File: src/rtl/core/bfs_pkg.sv
// ----------------------------------------------------------------------------
// bfs_pkg
// Shared constants, codes and types for the hop distance engine.
// ----------------------------------------------------------------------------
package bfs_pkg;

  localparam int MAX_NODES_DEF   = 1024;
  localparam int MAX_RECORDS_DEF = 8192;

  localparam int FIELD_W = 10;
  localparam int DIST_W  = 10;
  localparam int STAT_W  = 2;
  localparam int STAMP_W = 16;

  localparam logic CMD_ADD   = 1'b0;
  localparam logic CMD_QUERY = 1'b1;

  localparam logic [STAT_W-1:0] ST_OK      = 2'd0;
  localparam logic [STAT_W-1:0] ST_FULL    = 2'd1;
  localparam logic [STAT_W-1:0] ST_UNREACH = 2'd2;

  typedef struct packed {
    logic busy;
    logic done;
  } mod_stat_t;

endpackage

File: src/rtl/core/bfs_mod.sv
// ----------------------------------------------------------------------------
// bfs_mod
// Reduces a node field modulo the node count: a reciprocal
// multiply estimates the quotient, one compare and subtract fixes the rest.
// ----------------------------------------------------------------------------
module bfs_mod #(
  parameter int MAX_NODES = bfs_pkg::MAX_NODES_DEF
) (
  input  logic                         clk,
  input  logic                         rst,
  input  logic                         start,
  input  logic [bfs_pkg::FIELD_W-1:0]  value,
  output logic [$clog2(MAX_NODES)-1:0] result,
  output bfs_pkg::mod_stat_t           stat
);

  localparam int NW = $clog2(MAX_NODES);
  localparam int FW = bfs_pkg::FIELD_W;
  localparam int MW = $clog2(MAX_NODES + 1);
  localparam int RS = 20;
  localparam int PW = FW + RS;
  localparam int EW = FW + MW;
  localparam logic [RS-1:0] RECIP = RS'((64'd1 << RS) / MAX_NODES);

  logic [FW-1:0] val_r;
  logic [FW-1:0] quo_r;
  logic [PW-1:0] prod;
  logic [EW-1:0] back;
  logic [EW-1:0] rem0;
  logic [EW-1:0] rem;

  // quotient estimate is exact or one short, so rem0 stays below twice the node count
  assign prod   = PW'(value) * PW'(RECIP);
  assign back   = EW'(quo_r) * EW'(MAX_NODES);
  assign rem0   = EW'(val_r) - back;
  assign result = rem[NW-1:0];

  always_ff @(posedge clk) begin
    if (rst) begin
      stat <= '0;
    end else begin
      stat.done <= stat.busy && !start;
      if (start) begin
        val_r     <= value;
        quo_r     <= FW'(prod >> RS);
        stat.busy <= 1'b1;
      end else if (stat.busy) begin
        rem       <= (rem0 >= EW'(MAX_NODES)) ? rem0 - EW'(MAX_NODES) : rem0;
        stat.busy <= 1'b0;
      end
    end
  end

endmodule

File: config.mk
export PLATFORM = sky130hd
export DESIGN_NAME = bfs_mod
export DESIGN_NICKNAME = d
export VERILOG_FILES = /design/src/rtl/core/bfs_pkg.sv /design/src/rtl/core/bfs_mod.sv
export SDC_FILE = /design/constraint.sdc
export NUM_CORES = 1
export LEC_CHECK = 0
export ABC_AREA = 1
export BUFFER_PORTS_ARGS = -buffer_cell sky130_fd_sc_hd__buf_2
export CAP_MARGIN = 20
export CORE_ASPECT_RATIO = 0.8
export CORE_MARGIN = 4
export CORE_UTILIZATION = 39
export DETAILED_ROUTE_END_ITERATION = 6
export GPL_TIMING_DRIVEN = 0
export PLACE_DENSITY_LB_ADDON = 0.3
export SLEW_MARGIN = 0
export SYNTH_ARGS = -nofsm -noshare
export SYNTH_HDL_FRONTEND = slang
export SYNTH_SLANG_ARGS = --single-unit
File: constraint.sdc
create_clock -name clk -period 1.1 [get_ports clk]
set_input_delay 0.055 -clock clk [delete_from_list [all_inputs] [get_ports clk]]
set_output_delay 0.055 -clock clk [all_outputs]
set_load 0.02 [all_outputs]
# After elaboration in Yosys (flattened, before gate mapping)
# Index checks and enable logic that the tools add are counted.
# totals
reg_bits	22
latch_bits	0
ram_bits	0
romBits	0
input_bits	13
output_inout_bits	12
word_cells	14
mem_count	0
# classes
n_addsub	1
mul	0
div_mod_pow	0
n_lt_le_gt_ge	1
n_eq_ne	0
shifts	0
n_mux	2
n_bitwise	2
n_reduce_logical	4
# ops
cell	count
$ge A10 B11 Y1 const B	1
$mux W10	1
$sub A10 B1 Y10 const B	1
$reduce_and A3 Y1	1
$not A1 Y1	2
$reduce_and A2 Y1	1
$logic_and A1 B1 Y1	1
$logic_not A1 Y1	1
$mux W1	1

# Logic depth before layout (Yosys ltp)
# logic_depth
depth_word	2
depth_mapped	3
ltp_nobuf	3

# Worst setup path after synthesis
# OpenSTA, ideal clock, no wires.
# synth_timing
kind	flip-flop to flip-flop
start	register stat[1] in the netlist's numbering
end	register rem[0] (enable)
setup_time_ns	0.377
arrival_time_ns	0.972
t_required_ns	0.723
path_slack_ns	-0.249
stages_incl_launch_ff	3
path_buffers	0
cell_sequence	dfxtp_1 -> nand2_2 -> nor2_1
# synth_via
elab_chain_len	1
# synth_lines
element	line_no	source
start: declaration	bfs_mod.sv:14	output bfs_pkg::mod_stat_t stat
$reduce_and A3 Y1 (no line)	n/a	
end signal: assignment	bfs_mod.sv:48	rem <= (rem0 >= EW'(MAX_NODES)) ? rem0 - EW'(MAX_NODES) : rem0;
end: declaration	bfs_mod.sv:30	logic [EW-1:0] rem;
# Every way passes these cells.
# A chain may end at the register's enable or synchronous reset.

# Worst setup path after layout
# layout_timing
start	register stat[1] in the netlist's numbering
end	register rem[6] (enable)
# The elaborated chain is that of the path after synthesis.

==> impl_results.md <==
* Non-filler cells, final at 90
* Gr busiest metal: met2
* Final min period at around 0.99 ns
* Number of I/O pins at 25
* Final instance area at just under 0.001 sq mm
* Clock sinks at 22
* Die width at 54.19 um
* Startpoint types: flop
* Layout area overhead at 45.30%
* Pwr Density at 1415 mW/mm^2
* Diode count at 0
* Clk buf depth at 2
* Die area at 0.002436 sq mm
* Met1 GRT Util at 10.02%
* PnR Total Power at 1369 uW
* HPWL Detailed at 589.2 um
* Syn avg cell area at 23.77 sq um
* Setup Fix Bufs, Post-CTS at 0
* Setup ws final at roughly 0.11 ns
* Die Y at 44.95 um
* Maximum VDD drop at 0.0006962 V
* Post-synthesis cell type count at 5
* Remaining Overflow, GRT at 0
* Syn nets at 41
* Final wirelength at just under 900 um
* Core box area at ~0.0016 sq mm
* Routed Antenna Nets at 0
* Place WS at -0.06708 ns
* Port bufs at 24
* Initial antenna violation count at 0
* Critical Path RT at 1.08 ns
* DR vias at 351
* CP arrival at 0.96 ns
* Hold WC Path Type: in -> reg
* Wire per inst at ~9.9 um
* Max-cap viol count at 0
* Period utilization at 89.61%
* Register area share after synthesis at 96.24%
* Drt pass-1 iters at 2
* Worst-Skew Late Latency at 0.29 ns
* Worst Skew at 0.005687 ns
* Row count at 13
* Outcome: finished, final reports clean
* GR Layer Usage met2 at 12.89%
* Max Transition Viols Final at 0
* Cts hold-fix bufs at 12
* Met3 GRT Util at 2.970%
* Setup violations, final at 0
* CTS buffer count at 3
* H-Tree Depth at 1
* RD Place Congestion at around 0.63
* Synth Warn # at 0
* F_max at 1015 MHz
* Synthesized area at 665.6 sq um
* Clock transition at the registers of the reported paths at roughly 0.11 ns
* Pleak at 0.0003777 uW
* Worst Setup Path Type: reg -> reg
* Initial Utilization at 40.92%
* DRC errors left at 0
* Fin nets at 82
* Post-synthesis register bit count at 22
* Post-cts resize count at 0
* Placed insts at 74
* DRT iter0 DRCs at 1
* Final Hold Fails at 0
* CP endpoint kind: flop
* Gr usage total at 8.274%
* Crit-path max FO at 10
* Vias in the first global route at between 300 and 400
* Worst-Margin Slew at 0.7704 ns
* First-pass GRT wire length at around 1300 um
* TritonCTS clock tree: done
* Largest net degree at the start of global routing at 13
* Layout cells sized above 1 at 44.12%
* Dpl cell area at 820.8 sq um
* Root Driver: clkbuf_4
* Unrepaired setup endpoints after global routing: false
* Slew headroom at 48.45%
* Via density at 3.900
* Mapped Cells at 28
-- critical path, stage by stage (launching register included) --
cell     delay, ns
dfxtp_1       0.36
nand2_2       0.08
nor2_4        0.23
-- sequential cells by signal, indices dropped and copies added (netlist names) --
register  cells
rem          10
val_r        10
stat          2
-- layer usage --
metal / vias up / share of wire [%]
met4: 0 / 0
met1: 151 / 42
li1: 183 / -
met5: - / 0
met2: 17 / 47
met3: 0 / 11
-- worst paths after layout --
path / cells past startpoint / endpoint / from / slack [ns]
worst max register to register: 2 / rem[6]$_DFFE_PP_ / stat[1]$_SDFF_PP0_ / 0.11
worst min-delay path: 4 / stat[0]$_SDFF_PP0_ / start / 0.05
worst max-delay path: 2 / rem[6]$_DFFE_PP_ / stat[1]$_SDFF_PP0_ / 0.11
worst min register to register: 0 / rem[9]$_DFFE_PP_ / val_r[9]$_DFFE_PP_ / 0.43
-- layout make-up --
type                    count  area (sq um)
flip-flops and latches     22         640.6
multi-input cells           5         28.78
clock buffers               3         22.52
well taps                  22         27.53
repair buffers             36         240.2
fillers                   132         659.4
clock inverters             1         3.754
inverters                   1         3.754
-- synth_stat cells --
master,number,area [sq um]
edfxtp_1,20,600.6
nand2_2,1,6.260
dfxtp_1,2,40.04
inv_2,1,3.750
nor2_1,4,15.01
-- cells by family (layout without fill, tap and decap cells) --
family        after synthesis  in the layout  share of synthesized area (%)
simple gates                5              5                          3.195
buf+inv                     1             41                         0.5634
flops                      22             22                          96.24
-- stage by stage --
step | hold slack, ns | TNS (ns) | util, %
floorplan | 0.1274 | 0 | -
global placement | 0.2319 | -0.6801 | 50.46
detailed placement | 0.2336 | -0.6696 | 50.46
CTS | 0.02533 | 0 | 59.46
global route | 0.04156 | 0 | 59.46
finish | 0.04535 | 0 | 59.46
-- where the power goes --
| part | total (uW) | internal, uW | leakage, uW | switching [uW] |
|---|---|---|---|---|
| Combinational | 82.3 | 48.1 | 0.000161 | 34.1 |
| Sequential | 954 | 946 | 0.000201 | 7.24 |
| Clock | 333 | 132 | 0.0000154 | 201 |
-- cells in the final DEF (no fill, tap or decap) --
cell           netlist  routed
nor2_4               0       1
clkbuf_4             0       3
dfxtp_1              2       2
inv_2                1       1
edfxtp_1            20      20
nor2_1               4       3
clkinv_1             0       1
nand2_2              1       1
dlygate4sd3_1        0      12
buf_2                0      24
Power figures use the tool's default switching activity.
