[src/rtl/core/bfs_ram.sv]
// ----------------------------------------------------------------------------
// bfs_ram
// Generic simple dual-port RAM, one write and one registered read port.
// ----------------------------------------------------------------------------
module bfs_ram #(
  parameter int W = 8,
  parameter int D = 16
) (
  input  logic                 clk,
  input  logic                 we,
  input  logic [$clog2(D)-1:0] waddr,
  input  logic [W-1:0]         wdata,
  input  logic [$clog2(D)-1:0] raddr,
  output logic [W-1:0]         rdata
);

  logic [W-1:0] mem [D];

  always_ff @(posedge clk) begin
    if (we) begin
      mem[waddr] <= wdata;
    end
    rdata <= mem[raddr];
  end

endmodule

[config.mk]
export PLATFORM = sky130hd
export DESIGN_NAME = bfs_ram
export DESIGN_NICKNAME = d
export VERILOG_FILES = /design/src/rtl/core/bfs_ram.sv
export SDC_FILE = /design/constraint.sdc
export NUM_CORES = 1
export LEC_CHECK = 0
export BUFFER_PORTS_ARGS = -buffer_cell sky130_fd_sc_hd__buf_2
export CAP_MARGIN = 30
export CORE_MARGIN = 3
export CORE_UTILIZATION = 55
export CTS_BUF_LIST = sky130_fd_sc_hd__clkbuf_2
export CTS_CLUSTER_SIZE = 14
export DETAILED_ROUTE_END_ITERATION = 12
export GPL_TIMING_DRIVEN = 1
export PLACE_DENSITY_LB_ADDON = 0.15
export SLEW_MARGIN = 20
export SYNTH_ARGS = -nofsm -noshare
export SYNTH_HDL_FRONTEND = slang
export SYNTH_SLANG_ARGS = --single-unit
[constraint.sdc]
create_clock -name clk -period 4.85 [get_ports clk]
set_input_delay 0.485 -clock clk [delete_from_list [all_inputs] [get_ports clk]]
set_output_delay 0.485 -clock clk [all_outputs]
set_load 0.02 [all_outputs]
# == Yosys cells after proc, flatten, opt, wreduce, memory -nomap -nowiden ==
# Memory sizes are Yosys's and may differ from the RTL's. A register that Yosys moved wholly into a read port is not among the register bits.
# Index checks and enable logic that the tools add are counted.
# word_totals
ram_bits,128
inputBits,18
register_bits,0
out_inout_bits,8
rom_bits,0
n_memories,1
word_cells,3
latchBits,0
# classes
mux,2
n_shift,0
n_reduce_logical,0
addsub,0
eq_ne,0
bitwise,0
order_cmp,0
div,0
multipliers,0
# memory_table
memory,depth,width,read_ports,rd_ports_with_merged_regs,wr,line,source
mem,16,8,1,1,1,17,logic [W-1:0] mem [D];
# ops
cell,n
$mux W1,2

# == Depth between registers and ports, before layout ==
# Gate-level depths: netlist (run 1).
# logic_depth
ltp_word,2
mapped_depth,5
mapped_depth_nobuf,3

# == Least setup slack after synthesis (run 1) ==
# No wires, ideal clock.
# synth_path
path_type,input to register
start,in waddr[2]
end,"mem mem[0][0], enable pin"
setup_ns,0.383
cell_stages,2
arrival_time_ns,1.595
required_ns,4.467
n_path_buf,0
slack_ns,2.872
cell_sequence,or3b_2 > nor3_1
# synth_rtl
element,line,source
start: declaration,11,"input logic [$clog2(D)-1:0] waddr,"
end: declaration,17,
# Straight into the memory's write port.

# == Worst setup path after layout (run 1) ==
# layout_path
start,"reg rdata[4], read port of mem"
end,out rdata[4]
# layout_rtl
element,line,source
start: declaration,14,output logic [W-1:0] rdata
# No word-level cell between the ends.

==> impl_metrics.json, run 1 <==
{
  "skew_ps": 35.8,
  "p_seq_share_pct": 59.4,
  "crit_buf_inv": 1,
  "cts_root_buf": "clkbuf_2",
  "whs_endpoint": "mem[15][4]",
  "p_total_mw": 2.22,
  "synth-compound-area-share_pct": 2.33,
  "r2r_start": "mem[8][4]",
  "cts-hold-fix-buffers": 0,
  "ys.flop_type": "edfxtp_1",
  "switching_share_pct": 21.4,
  "startpoint_type": "register",
  "synth_top_family_by_area": "multiplexers",
  "nets": 286,
  "critPathRequiredTime_ps": 4370,
  "critical_path_class": "reg2out",
  "hold_viol": 0,
  "p_sw_mw": 0.476,
  "htree_levels": 4,
  "cts_tree": "done",
  "area_delta_synth_final_pct": 10.2,
  "clk_pin_slew_ps": 210,
  "post_cts_buffers": 0,
  "p_leak_nw": 1.89,
  "synth.top_cell.area_share_pct": 74.7,
  "core-area_um2": 8890,
  "worst_pin_slew_ps": 960,
  "synthTopCellsByArea": "edfxtp_1, mux4_2, mux4_1, dfxtp_1, a22oi_1",
  "setup_ws_ps": 3180,
  "die_area_um2": 10600,
  "pwr-share-clk_pct": 35.1,
  "rsz0062_at_grt": "no",
  "yosysMostFrequentCell": "edfxtp_1",
  "grt_pass1_wl_mm": 14.6,
  "start_util_pct": 57.9,
  "outcome": "finished, final reports clean",
  "antenna_found_initial": 0,
  "setup_viol": 0,
  "clock_path_buffers": 2,
  "grt_overflow": 0,
  "cp_top_family": "flip-flops",
  "fmax_mhz": 599,
  "period_minus_slack_ps": 1670,
  "pwr_density_cell_nw_per_um2": 392,
  "whs_path_depth": 1,
  "synthesis.area_um2": 5150,
  "synthArstFlopShare_pct": 0,
  "multiInputGateArea_um2": 1060,
  "min-delay-path-class": "in2reg",
  "yosysSeqAreaShare_pct": 77.8,
  "slowest_delay_ps": 390,
  "r2r_slack_ps": 3390,
  "drt_iter0_markers": 183,
  "synthSimpleGateAreaFrac_pct": 3.18,
  "grt_pass1_vias": 2428,
  "wirelength_mm": 9.49,
  "hp-start": "wdata[4]",
  "fp.dieH_um": 103,
  "place_ws_ps": 2560,
  "grt_use_total_pct": 20.0,
  "firstDrtPassIters": 4,
  "cts_buffers": 17,
  "antenna_cells": 0,
  "ctsResizeCount": 0,
  "ios": 26,
  "rr_endpoint": "rdata[4]",
  "portBuffers": 25,
  "worstSetupEndpointType": "output port",
  "cpMaxStageDelayCell": "dfxtp_1",
  "drive_above_1_share_pct": 28.1,
  "num_rows": 34,
  "setup_tns_ps": 0,
  "p_int_mw": 1.75,
  "die_x_um": 103,
  "vias_per_cell": 6.12,
  "final_max_slew_viol_count": 0,
  "fin_util_pct": 63.8,
  "slew_headroom_pct": 35.8,
  "synth_cell_types": 19,
  "finalCritPeriodShare_pct": 34.4,
  "synthCells": 229,
  "crit_path_max_fanout": 1,
  "maxCapViolCount": 0,
  "synth_top_cell_by_area": "edfxtp_1",
  "dp.cells": 356,
  "netlist_top_cells_count": "edfxtp_1, mux4_2, a22oi_1",
  "vias": 2381,
  "synthAdderAreaFrac_pct": 0,
  "fill_cells": 602,
  "cts_sinks": 136,
  "synth-edff-count": 128,
  "post-dp-hpwl_mm": 5.86,
  "wl_per_cell_um": 24.4,
  "cp.arrival_ps": 1190,
  "route.detailed.drc": 0,
  "reg2reg_depth": 3,
  "fin_cells": 389,
  "synthMuxAreaShare_pct": 15.0,
  "cp_cell_sequence": "buf_2",
  "globalplace.congestion": 0.779,
  "peakVddDrop_mv": 0.193,
  "comb_power_share_pct": 5.6,
  "ys_seq_elements": 136,
  "synth-xor-area-share_pct": 0,
  "clk_latency_ps": 650,
  "seq_area_um2": 4000,
  "syn_nets": 247,
  "grt_max_degree": 33,
  "antenna_left": 0,
  "yosysWarnings": 0,
  "avgSynthCellArea_um2": 22.5
}
per-layer routing:
metal  track usage, %  up-vias  share of wire [%]
li1                 -     1052                  -
met1             29.6     1229                 44
met2             29.9       92                 48
met3             5.07        8                7.2
met4             6.37        0               0.90
met5                0        -                  0
logic make-up (layout without fill, tap and decap cells):
group | Yosys count | after routing
buffers and inverters | 10 | 62
AND/OR/NAND/NOR | 35 | 35
multiplexers | 32 | 32
AO/OA/AOI/OAI | 16 | 16
flip-flops | 136 | 136
worst max path at each step:
| stage | start | endpoint | slack, ps | depth (start not counted) |
|---|---|---|---|---|
| 2_1_floorplan | waddr[2] | mem[0][0] | 2870 | 2 |
| 3_3_place_gp | raddr[0] | rdata[1] | 2290 | 4 |
| 3_5_place_dp | raddr[0] | rdata[3] | 2560 | 5 |
| 4_1_cts | rdata[7] | rdata[7] | 3120 | 1 |
| 5_1_grt | rdata[7] | rdata[7] | 3090 | 1 |
| 6_report | rdata[4] | rdata[4] | 3180 | 1 |
cell usage in the layout (no fill, tap or decap), drive strengths merged:
cell,netlist,layout
nand3,1,1
nor2b,1,1
or3b,1,1
nand2,9,9
dfxtp,8,8
clkinvlp,0,3
and2b,1,1
a22oi,16,16
and2,1,1
nor2,13,13
nand2b,2,2
mux4,32,32
buf,7,30
edfxtp,128,128
nand3b,2,2
clkbuf,0,18
bufinv,0,5
clkinv,0,6
nor3,4,4
per-stage QoR:
step                hold slack, ps  cell area (µm²)
floorplan                      584             5150
CTS                            151             5670
global route                   123             5670
detailed placement             660             5370
global placement               661             5340
finish                         199             5670
layout make-up:
class | count | share of cell area (%)
Clock inverter | 14 | 3.64
Timing Repair Buffer | 30 | 3.09
Multi-Input combinational cell | 83 | 18.7
Sequential cell | 136 | 70.6
Clock buffer | 18 | 1.59
Tap cell | 108 | 2.38
flip-flops by register name, indices dropped and copies added, names as in the netlist:
signal	flops
mem	128
rdata	8
power groups by stage:
stage | registers [mW] | logic, mW | clock network [mW]
global placement | 1.35 | 0.122 | 0
global route | 1.32 | 0.134 | 0.849
CTS | 1.32 | 0.126 | 0.789
finish | 1.32 | 0.124 | 0.780
floorplan | 1.35 | 0.0667 | 0
detailed placement | 1.35 | 0.126 | 0
Power figures use the tool's default switching activity.
==> inputs of run 2 (changes only) <==
clock period = 1.53 ns   (was 4.85 ns; I/O delays follow)
==> run 2 against run 1 <==
Core utilization grew 3.2 points. Routed wire length shrank 2.2%. Sequential power grew to 3.2 times the previous value. Clock-buffer cell count grew 2. Sequential cell count is the same. Worst setup slack lost 3000 ps. Register-to-register slack lost 3200 ps. Hold slack lost 120 ps. Non-clock buffer count grew 31. Power grew to 3.2 times the previous value. Final area grew 5.0%. Largest power group unchanged.
==> impl_metrics.json, run 2 (same netlist as run 1, synthesis figures left out) <==
{
  "outcome": "finished, final reports clean",
  "p_total_mw": 7.01,
  "skew_ps": 12.9,
  "cp.arrival_ps": 1890,
  "vias": 2478,
  "whs_path_depth": 3,
  "top_register": "mem",
  "fin_cells": 419,
  "route.detailed.drc": 0,
  "fp.dieH_um": 103,
  "rsz0062_at_grt": "no",
  "cts_root_buf": "clkbuf_2",
  "hp-start": "waddr[1]",
  "cts_sinks": 136,
  "drt_iter0_markers": 149,
  "antenna_left": 0,
  "final_common_cell": "edfxtp_1",
  "dp.cells": 380,
  "hold-worst-slack_ps": 77.6,
  "post-dp-hpwl_mm": 6.16,
  "clk_latency_ps": 620,
  "r2r_slack_ps": 160,
  "slew_headroom_pct": 46.1,
  "grt_pass1_wl_mm": 14.4,
  "hold_viol": 0,
  "reg_top3": "mem x128, rdata x8",
  "ios": 26,
  "peakVddDrop_mv": 0.530,
  "firstDrtPassIters": 4,
  "period_minus_slack_ps": 1370,
  "min-delay-path-class": "in2reg",
  "worstSetupEndpointType": "register",
  "cts_tree": "done",
  "die_area_um2": 10600,
  "whs_endpoint": "mem[0][1]",
  "rr_endpoint": "rdata[1]",
  "largest_register_ffs": 128,
  "vias_per_cell": 5.91,
  "wirelength_mm": 9.28,
  "cts_buffers": 17,
  "grt_use_total_pct": 19.6,
  "wl_per_cell_um": 22.1,
  "nets": 317,
  "portBuffers": 25,
  "crit_path_max_fanout": 1,
  "clock_path_buffers": 2,
  "critPathRequiredTime_ps": 2050,
  "grt_pass1_vias": 2540,
  "p_leak_nw": 2.06,
  "start_util_pct": 57.9,
  "maxCapViolCount": 0,
  "area_delta_synth_final_pct": 15.8,
  "drive_above_1_share_pct": 32.5,
  "grt_max_degree": 21,
  "num_rows": 34,
  "fmax_mhz": 728,
  "finalCritPeriodShare_pct": 89.8,
  "worst_pin_slew_ps": 807,
  "setup_viol": 0,
  "final_max_slew_viol_count": 0,
  "antenna_cells": 0,
  "die_x_um": 103,
  "clk_pin_slew_ps": 170,
  "fin_util_pct": 67.0,
  "fill_cells": 598,
  "layout_common_cells": "edfxtp_1, buf_2, buf_4, clkbuf_2, mux4_2",
  "critical_path_class": "reg2reg",
  "startpoint_type": "register",
  "grt_overflow": 0,
  "reg2reg_depth": 3,
  "pwr_density_cell_nw_per_um2": 1180,
  "core-area_um2": 8890,
  "htree_levels": 4,
  "antenna_found_initial": 0,
  "r2r_start": "mem[0][1]",
  "globalplace.congestion": 0.747
}
-- run 2: changes by cell type in the layout (fill, tap and decap cells not counted), sizes merged --
cell	change
dlygate4sd3	+8
clkinv	-1
clkinvlp	-2
clkbuf	+2
buf	+23
-- run 2: worst max-delay path by stage --
| stage | from | end | slack (ps) |
|---|---|---|---|
| after floorplan | waddr[2] | mem[3][0] | 110 |
| after global placement | raddr[0] | rdata[1] | -80 |
| after detailed placement | raddr[0] | rdata[1] | -100 |
| after CTS | mem[11][7] | rdata[7] | 110 |
| after global routing | mem[10][4] | rdata[4] | 80 |
| final | mem[0][1] | rdata[1] | 160 |
-- run 2: power by group --
group / internal (mW) / total [mW] / switching (mW)
Combinational: 0.203 / 0.444 / 0.241
Sequential: 4.16 / 4.19 / 0.0279
Clock: 1.23 / 2.38 / 1.15
Total: 5.59 / 7.01 / 1.42
-- run 2: repair_timing --
item | 4_1_cts | 5_1_grt
hold endpoints to repair | 128 | 0
gates resized for setup | 0 | 0
hold buffers | 8 | 0
setup buffers | 0 | 0
-- run 2: cell type report --
| cell class | instances | area, µm² | area share, % |
|---|---|---|---|
| Clock inverter | 11 | 179 | 3.00 |
| Multi-Input combinational cell | 83 | 1060 | 17.8 |
| Sequential cell | 136 | 4000 | 67.2 |
| Tap cell | 108 | 135 | 2.27 |
| Clock buffer | 20 | 100 | 1.68 |
| Timing Repair Buffer | 61 | 478 | 8.02 |
-- run 2: layer usage --
layer | GRT usage, % | routed length [µm] | vias to the layer above
met2 | 31.4 | 4870 | 70
li1 | - | - | 1112
met4 | 6.57 | 64 | 0
met1 | 27.5 | 3930 | 1290
met5 | 0 | 0 | -
met3 | 4.06 | 415 | 6
-- run 2: metrics by stage --
stage	setup TNS (ps)	area (µm²)	worst slack [ps]
after floorplan	0	5150	111
after global placement	-240	5600	-75.6
after detailed placement	-291	5600	-102
after CTS	0	5960	111
after global routing	0	5960	82.1
final	0	5960	156
-- run 2: worst max-delay path, cell delays in order (launching register included) --
cell      delay [ps]
edfxtp_1         400
mux4_1           490
a22oi_1          270
nand2_1          110
==> inputs of run 3 (changes only) <==
CORE_UTILIZATION = 57   (was 55)
RECOVER_POWER = 50   (was not set)
SETUP_SLACK_MARGIN = 0.3   (was not set)
==> run 3 against run 2 <==
Clock-buffer cell count shrank 2. Final area down 0.94%. Global-route usage up 0.11 points. Hold slack better by 1.1 ps. Highest routed layer unchanged.
==> impl_metrics.json, run 3 (same netlist as run 1, synthesis figures left out) <==
{
  "maxCapViolCount": 0,
  "r2r_slack_ps": 260,
  "layout_common_cells": "edfxtp_1, mux4_2, clkbuf_2, buf_4",
  "cp_top_family": "flip-flops",
  "drive_above_1_share_pct": 39.1,
  "hold-worst-slack_ps": 78.7,
  "antenna_found_initial": 0,
  "clock_path_buffers": 2,
  "final_max_slew_viol_count": 0,
  "slowest_delay_ps": 370,
  "peakVddDrop_mv": 0.701,
  "cp.arrival_ps": 1140,
  "outcome": "finished, final reports clean",
  "p_total_mw": 6.47,
  "firstDrtPassIters": 4,
  "grt_max_degree": 33,
  "final_common_cell": "edfxtp_1",
  "vias": 2431,
  "die_x_um": 101,
  "worst_pin_slew_ps": 920,
  "fp.dieH_um": 101,
  "detailed_place.area_um2": 5560,
  "post-dp-hpwl_mm": 6.01,
  "setup_viol": 0,
  "startpoint_type": "register",
  "hp-start": "raddr[3]",
  "finalCritPeriodShare_pct": 84.5,
  "cts_buffers": 17,
  "fin_cells": 415,
  "antenna_cells": 0,
  "start_util_pct": 58.7,
  "vias_per_cell": 5.86,
  "grt_use_total_pct": 19.7,
  "fin_util_pct": 67.3,
  "route.detailed.drc": 0,
  "die_area_um2": 10200,
  "cts_sinks": 136,
  "antenna_left": 0,
  "drt_iter0_markers": 168,
  "cp_cell_sequence": "buf_6",
  "fmax_mhz": 774,
  "clk_pin_slew_ps": 210,
  "portBuffers": 25,
  "grt_pass1_vias": 2452,
  "cts_root_buf": "clkbuf_2",
  "nets": 312,
  "cpMaxStageDelayCell": "dfxtp_2",
  "crit_path_max_fanout": 1,
  "hold_viol": 0,
  "grt_pass1_wl_mm": 14.0,
  "ios": 26,
  "cts_tree": "done",
  "skew_ps": 33.4,
  "wl_per_cell_um": 22.3,
  "critical_path_class": "reg2out",
  "critPathRequiredTime_ps": 1380,
  "slew_headroom_pct": 38.4,
  "top_register": "mem",
  "grt_overflow": 0,
  "min-delay-path-class": "in2reg",
  "critPathLaunch": "rdata[6]",
  "place_ws_ps": -41.7,
  "r2r_start": "mem[11][1]",
  "reg_top3": "mem x128, rdata x8",
  "setup_tns_ps": 0,
  "wirelength_mm": 9.25,
  "largest_register_ffs": 128,
  "p_leak_nw": 1.93,
  "core-area_um2": 8760,
  "setup_ws_ps": 237,
  "htree_levels": 4,
  "num_rows": 34,
  "post_cts_buffers": 0,
  "period_minus_slack_ps": 1290,
  "area_delta_synth_final_pct": 14.7,
  "globalplace.congestion": 0.728,
  "rsz0062_at_grt": "yes",
  "clk_latency_ps": 650,
  "pwr_density_cell_nw_per_um2": 1100,
  "stdcell_area_um2": 5900,
  "crit_buf_inv": 1,
  "dp.cells": 374,
  "worstSetupEndpointType": "output port"
}
-- run 3: cell types whose count changed in the layout (fill, tap and decap cells not counted), moves of 6 or more --
cell and delta:
dfxtp_1 -8, mux4_1 -12, dfxtp_2 +8, clkbuf_1 +10
a22oi_1 -10, buf_6 +8, buf_4 -6, mux4_2 +12
buf_2 -17, a22oi_2 +10
-- run 3: layout make-up --
type	instances	area [µm²]
clock buffers	18	90.1
clock inverters	14	110
fillers	602	2860
multi-input cells	83	1090
flip-flops and latches	136	4010
well taps	108	135
repair buffers	56	465
-- run 3: worst paths after layout --
path | end | cells past startpoint
hold / removal | rdata[7] | 4
setup / recovery | rdata[6] | 1
setup reg to reg | rdata[1] | 3
hold reg to reg | rdata[6] | 3
-- run 3: repair_timing --
| item | in CTS | in global routing |
|---|---|---|
| hold buffers | 8 | 1 |
| setup endpoints to repair | 16 | 15 |
| resized for setup | 36 | 4 |
| endpoints found under the hold margin | 128 | 5 |
| pin swaps | 2 | 0 |
-- run 3: worst min-delay path, stage by stage --
cell and delay, ps:
buf_2 100, nor2_1 190, a22oi_2 220, nand2_1 60
-- run 3: where the power goes --
group	switching (mW)	leakage (nW)	total, mW	internal (mW)
logic	0.257	0.586	0.488	0.231
registers	0.0313	1.22	4.20	4.17
clock network	1.22	0.124	1.78	0.568
total	1.50	1.93	6.47	4.96
-- run 3: per-layer routing --
layer  track usage [%]  vias to the layer above  share of wire, %
li1                  -                     1089                 -
met1              28.2                     1250                44
met2              30.1                       80                49
met3              5.54                       12               6.2
met4              6.13                        0               1.0
met5                 0                        -                 0
